## config.mk

```make
export PLATFORM = sky130hd
export DESIGN_NAME = rlb_div
export DESIGN_NICKNAME = d
export VERILOG_FILES = /design/src/rtl/core/rlb_pkg.sv /design/src/rtl/core/rlb_div.sv
export SDC_FILE = /design/constraint.sdc
export NUM_CORES = 1
export LEC_CHECK = 0
export ABC_CLOCK_PERIOD_IN_PS = 18500
export BUFFER_PORTS_ARGS = -buffer_cell sky130_fd_sc_hd__buf_4
export CAP_MARGIN = 0
export CORE_ASPECT_RATIO = 2
export CORE_UTILIZATION = 35
export CTS_CLUSTER_SIZE = 40
export DETAILED_ROUTE_END_ITERATION = 16
export GPL_TIMING_DRIVEN = 1
export SKIP_LAST_GASP = 1
export SYNTH_ARGS = -nofsm -noshare
export SYNTH_HDL_FRONTEND = slang
export SYNTH_SLANG_ARGS = --single-unit
```

## constraint.sdc

```tcl
create_clock -name i_clk -period 18.5 [get_ports i_clk]
set_clock_uncertainty 0.05 [all_clocks]
set_input_delay 5.55 -clock i_clk [delete_from_list [all_inputs] [get_ports i_clk]]
set_output_delay 5.55 -clock i_clk [all_outputs]
set_load 0.005 [all_outputs]
```

## src/rtl/core/rlb_pkg.sv

```systemverilog
// Package for the RGBA8 layer blend: payload structs, mode codes, pipeline
// context and the divide-by-255 helper. No dependencies.
package rlb_pkg;

    localparam int ChanCount    = 3;
    localparam int DivStages    = 4;
    localparam int BitsPerStage = 2;

    typedef enum logic [2:0] {
        MODE_OVER    = 3'd0,
        MODE_REPLACE = 3'd1,
        MODE_ADD     = 3'd2,
        MODE_MUL     = 3'd3,
        MODE_SUB     = 3'd4
    } t_mode;

    typedef struct packed {
        logic [7:0] src_red;
        logic [7:0] src_green;
        logic [7:0] src_blue;
        logic [7:0] src_alpha;
        logic [7:0] dst_red;
        logic [7:0] dst_green;
        logic [7:0] dst_blue;
        logic [7:0] dst_alpha;
    } t_in_item;

    typedef struct packed {
        logic [7:0] out_red;
        logic [7:0] out_green;
        logic [7:0] out_blue;
        logic [7:0] out_alpha;
        logic       changed;
    } t_out_item;

    // handed from the mixing pipe to the divider
    typedef struct packed {
        logic                           use_div;
        logic [ChanCount-1:0][16:0]     num;
        logic [7:0]                     den;
        t_out_item                      alt;
    } t_div_ctx;

    // floor(x/255) for x < 255 * 2^16: reciprocal estimate, low by at most one
    function automatic logic [15:0] div255(input logic [23:0] x);
        logic [40:0] p;
        logic [16:0] q;
        logic [24:0] r;
        p = 41'(x) * 41'd65793;
        q = p[40:24];
        r = 25'(x) - 25'(q) * 25'd255;
        if (r >= 25'd255) begin
            q = q + 17'd1;
        end
        return q[15:0];
    endfunction

endpackage

```

## src/rtl/core/rlb_div.sv

```systemverilog
// Pipelined restoring divider for the three source-over colours, two
// quotient bits per stage, quotient saturated at 255. Depends on rlb_pkg.
module rlb_div (
    input  logic                 i_clk,
    input  logic                 i_rst_n,
    input  logic                 i_valid,
    input  rlb_pkg::t_div_ctx    i_ctx,
    output logic                 o_valid,
    output logic                 o_use_div,
    output rlb_pkg::t_out_item   o_alt,
    output logic [rlb_pkg::ChanCount-1:0][7:0] o_quot
);
    import rlb_pkg::*;

    logic [DivStages-1:0]       r_v;
    logic                       r_use [DivStages];
    t_out_item                  r_alt [DivStages];
    logic [7:0]                 r_den [DivStages];
    logic [ChanCount-1:0][16:0] r_rem [DivStages];
    logic [ChanCount-1:0][7:0]  r_q   [DivStages];
    logic [ChanCount-1:0]       r_sat [DivStages];

    always_ff @(posedge i_clk) begin
        if (!i_rst_n) begin
            r_v <= '0;
        end else begin
            r_v <= {r_v[DivStages-2:0], i_valid};
        end
    end

    for (genvar g = 0; g < DivStages; g++) begin : g_stage
        logic                       use_in;
        t_out_item                  alt_in;
        logic [7:0]                 den_in;
        logic [ChanCount-1:0][16:0] rem_in;
        logic [ChanCount-1:0][7:0]  q_in;
        logic [ChanCount-1:0]       sat_in;

        if (g == 0) begin : g_first
            always_comb begin
                use_in = i_ctx.use_div;
                alt_in = i_ctx.alt;
                den_in = i_ctx.den;
                rem_in = i_ctx.num;
                q_in   = '0;
                for (int c = 0; c < ChanCount; c++) begin
                    sat_in[c] = (i_ctx.num[c] >= (17'(i_ctx.den) << 8));
                end
            end
        end else begin : g_next
            always_comb begin
                use_in = r_use[g-1];
                alt_in = r_alt[g-1];
                den_in = r_den[g-1];
                rem_in = r_rem[g-1];
                q_in   = r_q[g-1];
                sat_in = r_sat[g-1];
            end
        end

        always_ff @(posedge i_clk) begin
            logic [ChanCount-1:0][16:0] rem;
            logic [ChanCount-1:0][7:0]  q;
            logic [16:0]                trial;
            rem = rem_in;
            q   = q_in;
            for (int c = 0; c < ChanCount; c++) begin
                for (int j = 0; j < BitsPerStage; j++) begin
                    trial = 17'(den_in) << (7 - BitsPerStage * g - j);
                    if (rem[c] >= trial) begin
                        rem[c] = rem[c] - trial;
                        q[c][7 - BitsPerStage * g - j] = 1'b1;
                    end
                end
            end
            r_use[g] <= use_in;
            r_alt[g] <= alt_in;
            r_den[g] <= den_in;
            r_rem[g] <= rem;
            r_q[g]   <= q;
            r_sat[g] <= sat_in;
        end
    end

    always_comb begin
        for (int c = 0; c < ChanCount; c++) begin
            o_quot[c] = r_sat[DivStages-1][c] ? 8'd255 : r_q[DivStages-1][c];
        end
    end

    assign o_valid   = r_v[DivStages-1];
    assign o_use_div = r_use[DivStages-1];
    assign o_alt     = r_alt[DivStages-1];

endmodule

```

== Word level (Yosys, flattened, before mapping) ==
Memories as Yosys holds them, arrays and structs flattened.
Index checks and enable logic that the tools add are counted.

* Register bits after elaboration: 4
* RAM bits: 480
* Bits of input ports: 96
* Output and inout bits: 59
* Word-level logic and storage cells: 109
* Memories kept: 6

* Add/subtract/negate cells: 24
* Order comparisons: 27
* Multiplexer cells: 51

{| class="wikitable"
|+ Memories
! name !! words !! bits a word !! rd ports !! clocked after memory_dff !! write ports !! RTL line !! text
|-
| r_rem || 4 || 51 || 3 || 0 || 4 || rlb_div.sv:19 || <nowiki>logic [ChanCount-1:0][16:0] r_rem [DivStages];</nowiki>
|-
| r_alt || 4 || 33 || 4 || 0 || 4 || rlb_div.sv:17 || <nowiki>t_out_item r_alt [DivStages];</nowiki>
|-
| r_q || 4 || 24 || 4 || 0 || 4 || rlb_div.sv:20 || <nowiki>logic [ChanCount-1:0][7:0] r_q [DivStages];</nowiki>
|-
| r_den || 4 || 8 || 3 || 0 || 4 || rlb_div.sv:18 || <nowiki>logic [7:0] r_den [DivStages];</nowiki>
|-
| r_sat || 4 || 3 || 4 || 0 || 4 || rlb_div.sv:21 || <nowiki>logic [ChanCount-1:0] r_sat [DivStages];</nowiki>
|-
| r_use || 4 || 1 || 4 || 0 || 4 || rlb_div.sv:16 || <nowiki>logic r_use [DivStages];</nowiki>
|}

{| class="wikitable"
|+ Operator list
! cell !! count
|-
| $mux 17 || 24
|-
| $ge 17x10->1 || 3
|-
| $ge 17x11->1 || 3
|-
| $ge 17x12->1 || 3
|-
| $ge 17x13->1 || 3
|-
| $ge 17x14->1 || 3
|-
| $ge 17x15->1 || 3
|-
| $ge 17x16->1 || 3
|-
| $ge 17x8->1 || 3
|-
| $ge 17x9->1 || 3
|-
| $sub 17x10->17 || 3
|-
| $sub 17x11->17 || 3
|-
| $sub 17x12->17 || 3
|-
| $sub 17x13->17 || 3
|-
| $sub 17x14->17 || 3
|-
| $sub 17x15->17 || 3
|-
| $sub 17x8->17 || 3
|-
| $sub 17x9->17 || 3
|-
| $mux 1 || 24
|-
| $mux 8 || 3
|}

== Logic depth before layout (Yosys ltp) ==
An unclocked memory read counts as a cell.

* Depth in word-level cells: 5
* Gate-level depth with buffers: 24

== Worst setup path after synthesis ==
Ideal clock, no wire load.

* Kind: input-to-reg
* Start point: input i_ctx[34] (netlist name)
* End point: memory r_rem[0][42] (netlist name)
* Arrival: 9.867 ns
* Data required time: 18.329 ns
* Setup slack: 8.462 ns
* Stages on the path: 20
* Path through: inv_1 fa_1 a21o_1 a21oi_1 nor2_1 nor3_1 clkbuf_1 nand2_1 o21ai_0 ha_1 nor2b_1 o21ai_0 a21boi_0 o21ai_0 a21boi_0 nor3_1 o211ai_1 and4b_1 buf_2 mux2_2

{| class="wikitable"
|+ RTL lines
! what !! RTL line !! text
|-
| start: declaration || rlb_div.sv:7 || <nowiki>input rlb_pkg::t_div_ctx i_ctx,</nowiki>
|-
| end: declaration || rlb_div.sv:19 ||
|}

==> parameters.txt <==
Parameter                              Value

Run status
  Result of the run    finished clean

Setup path
  CP Data Arrival Time    10.75 ns
  Worst R2R End    r_rem[2][3]$_DFF_P_
  Startpoint of the worst-slack reg-to-reg timing path    r_den[1][1]$_DFF_P_
  Sort of element at the end of the critical path    flip-flop
  WS Path Type    input port to flip-flop
  Worst endpoint required time    18.89 ns
  Maximum fanout count along the critical path    15
  Crit path launch type    input port
  Setup slack, reg-to-reg    12.29 ns
  Number of cells on the worst reg-to-reg path    16
  Crit path from    i_ctx[34]

Placed design
  Estimated wirelength of the detail-placed design    42,000 um
  Quantity of I/O buffers inserted on ports    154
  Number of instances in the placed design    3,115
  Placer Congestion    0.882

Clock network
  Post-CTS setup buffer count    0
  CTS sink cnt    389
  Master cell of the clock root buffer    sky130_fd_sc_hd__clkbuf_16
  Number of gates resized after cts    0
  CTS H-Tree Depth    2
  Clock buffer count from CTS    38
  Post-CTS Hold Buffers    0
  TritonCTS clock tree    done
  Clk_lat worst skew    0.56 ns
  Clock transition time at the flip-flop clock pins of the worst setup and hold paths    0.07 ns
  Maximum count of clock buffers along a single path    3

Yosys
  Count of flip-flops with a built-in enable after synthesis    0
  Post-synthesis average cell area    9.20 um^2
  Syn Nets    2,563
  Synth Instances    2,230
  Number of warnings issued by yosys    0
  Async set or reset register ratio after synthesis    0
  Main flop type after synthesis    sky130_fd_sc_hd__dfxtp_1
  Top cell type by total area after synthesis    sky130_fd_sc_hd__dfxtp_1
  Share of the synthesized area in the top cell type    0.380
  Synth cell types    81
  Most numerous cell types in the synthesized netlist    sky130_fd_sc_hd__dfxtp_1 (389), sky130_fd_sc_hd__ha_1 (216), sky130_fd_sc_hd__nand2_1 (163)
  Number of synthesized register bits    389
  Fraction of the yosys area taken by sequential cells    0.380
  Area of the mapped netlist    20,500 um^2
  Top area cells in the synthesized netlist    sky130_fd_sc_hd__dfxtp_1 (38%), sky130_fd_sc_hd__ha_1 (13%), sky130_fd_sc_hd__xnor2_1 (4.0%)
  Leading cell type by number of instances after synthesis    sky130_fd_sc_hd__dfxtp_1

Die
  Die width    173 um
  Chip Height    344 um
  Row count    125
  Total Die Area    59,600 um^2
  Starting density of the core    0.354
  Std-Cell Core Area    58,000 um^2
  Number of placed I/O pins    155

Layout
  Footprint of the flip-flops and latches    7790 um^2
  Area of combinational cells with multiple inputs    12,100 um^2
  Antenna Diode Count    0
  Final standard cell count with taps included and fillers excluded    3,183
  Final net count    2,726
  Proportion of layout cells with a drive suffix above 1    0.139
  Filler cells    5,671
  Synth-to-layout area growth    15.9%

Route
  Detail-routed net length per standard cell    16.4 um
  Routed Antenna Nets    0
  Post-route DRC violation count    0
  Vias per cell    5.24
  Total wire length after detailed routing    52,100 um
  Detailed-route via count    16,700
  Pre-antenna DRT Iters    5
  Starting DRT DRC Count    671

STA
  Fmax    0.0966 GHz
  Relative slew slack    0.344
  Final hold vios    0
  Slew of the pin with the lowest slew margin    0.979 ns
  Unrepaired setup endpoints after global routing    no
  Clock period minus worst slack    10.35 ns
  Total Negative Setup Slacks    0 ns
  Final slew viol count    0
  Setup violation total in the final timing report    0
  Final Cycle Share    0.560

GRT
  Largest net degree at the start of global routing    21
  First-pass GRT wire length    83,400 um
  Number of global-route vias before repair    17,300
  Gr ovfl total    0
  Overall track demand over capacity in global routing    0.173
  Initial antenna violation count    0

Power
  Leakage power    10.1 nW
  Power per cell area    168 nW/um^2
  Maximum vdd drop    0.0633 mV

Hold path
  Class of the tightest hold or removal check    flip-flop to flip-flop
  Worst Hold Depth    0
  Origin of the worst min-delay path    r_alt[0][21]$_DFF_P_
  Destination of the worst hold path    r_alt[1][21]$_DFF_P_

Run
  Count of max-cap constraint violations    0
-- cell usage in the layout, fill, tap and decap left out, drive strengths merged, types with 46 or more instances in the layout --
master and count:
buf 163, xnor2 94, dfxtp 389, ha 216
inv 138, o21ai 154, nor3 59, a21o 49
nand2 164, a21oi 144, mux2 46, nor2 157
-- where the power goes --
group | total [W] | switching [W] | internal (W)
clock network | 0.000770 | 0.000338 | 0.000432
registers | 0.00114 | 0.000112 | 0.00103
logic | 0.00209 | 0.00115 | 0.000937
total | 0.00400 | 0.00160 | 0.00240
-- how the worst max path moves through the flow --
stage | cells after the start | slack (ns) | endpoint
finish | 18 | 8.15 | r_rem[0][30]$_DFF_P_
floorplan | 20 | 8.46 | r_rem[0][42]$_DFF_P_
global route | 18 | 7.79 | r_rem[0][30]$_DFF_P_
global placement | 18 | 7.66 | r_rem[0][24]$_DFF_P_
CTS | 18 | 8.14 | r_rem[0][30]$_DFF_P_
detailed placement | 18 | 7.55 | r_rem[0][30]$_DFF_P_
-- layer usage --
metal | up-vias | wire, um | global-route usage
met4 | 0 | 3850 | 0.128
li1 | 8309 | - | -
met5 | - | 0 | 0
met3 | 155 | 1570 | 0.0184
met2 | 400 | 27800 | 0.351
met1 | 7807 | 18800 | 0.156
-- final cells by class --
| cell class | instances | share of cell area |
|---|---|---|
| Sequential cell | 389 | 0.327 |
| Tap cell | 762 | 0.0401 |
| Clock buffer | 44 | 0.0445 |
| Timing Repair Buffer | 163 | 0.0514 |
| Inverter | 134 | 0.0211 |
| Clock inverter | 24 | 0.00852 |
| Multi-Input combinational cell | 1667 | 0.507 |
-- registers in the layout, summed over array words and instances, names as in the netlist --
name,count
r_use,4
r_sat,12
r_q,60
r_rem,153
r_alt,132
r_v,4
r_den,24
-- critical path: stages --
cell and delay [ns]:
sky130_fd_sc_hd__buf_4 0.13, sky130_fd_sc_hd__inv_1 0.37, sky130_fd_sc_hd__fa_1 0.59, sky130_fd_sc_hd__a21o_1 0.19
sky130_fd_sc_hd__a221oi_1 0.46, sky130_fd_sc_hd__a21oi_1 0.21, sky130_fd_sc_hd__nor3_1 0.29, sky130_fd_sc_hd__inv_1 0.26
sky130_fd_sc_hd__a21oi_1 0.38, sky130_fd_sc_hd__ha_1 0.31, sky130_fd_sc_hd__nor2b_1 0.14, sky130_fd_sc_hd__o21ai_0 0.19
sky130_fd_sc_hd__a21oi_1 0.14, sky130_fd_sc_hd__nor3_1 0.21, sky130_fd_sc_hd__o21ai_0 0.19, sky130_fd_sc_hd__a21oi_1 0.20
sky130_fd_sc_hd__and3_1 0.52, sky130_fd_sc_hd__mux2_2 0.40
-- cell families (layout without fill, tap and decap cells) --
kind of cell,after synthesis,after routing,synth area share
AO/OA/AOI/OAI,554,554,0.172
multiplexers,67,67,0.0357
adder cells (fa/ha/maj),237,237,0.152
buffers and inverters,174,365,0.0330
AND/OR/NAND/NOR,675,675,0.171
XOR/XNOR,134,134,0.0572
flip-flops,389,389,0.380
-- metrics by stage --
step / util / area, um^2 / worst slack, ns / hold WS, ns / total power [W]
6_report: 0.410 / 23800 / 8.15 / 0.270 / 0.00400
3_5_place_dp: 0.388 / 22500 / 7.55 / 0.262 / 0.00323
5_1_grt: 0.410 / 23800 / 7.79 / 0.278 / 0.00434
3_3_place_gp: 0.388 / 22500 / 7.66 / 0.260 / 0.00316
4_1_cts: 0.410 / 23800 / 8.14 / 0.271 / 0.00403
2_1_floorplan: - / 20500 / 8.46 / 0.260 / 0.00279
(Power assumes the default switching activity.)
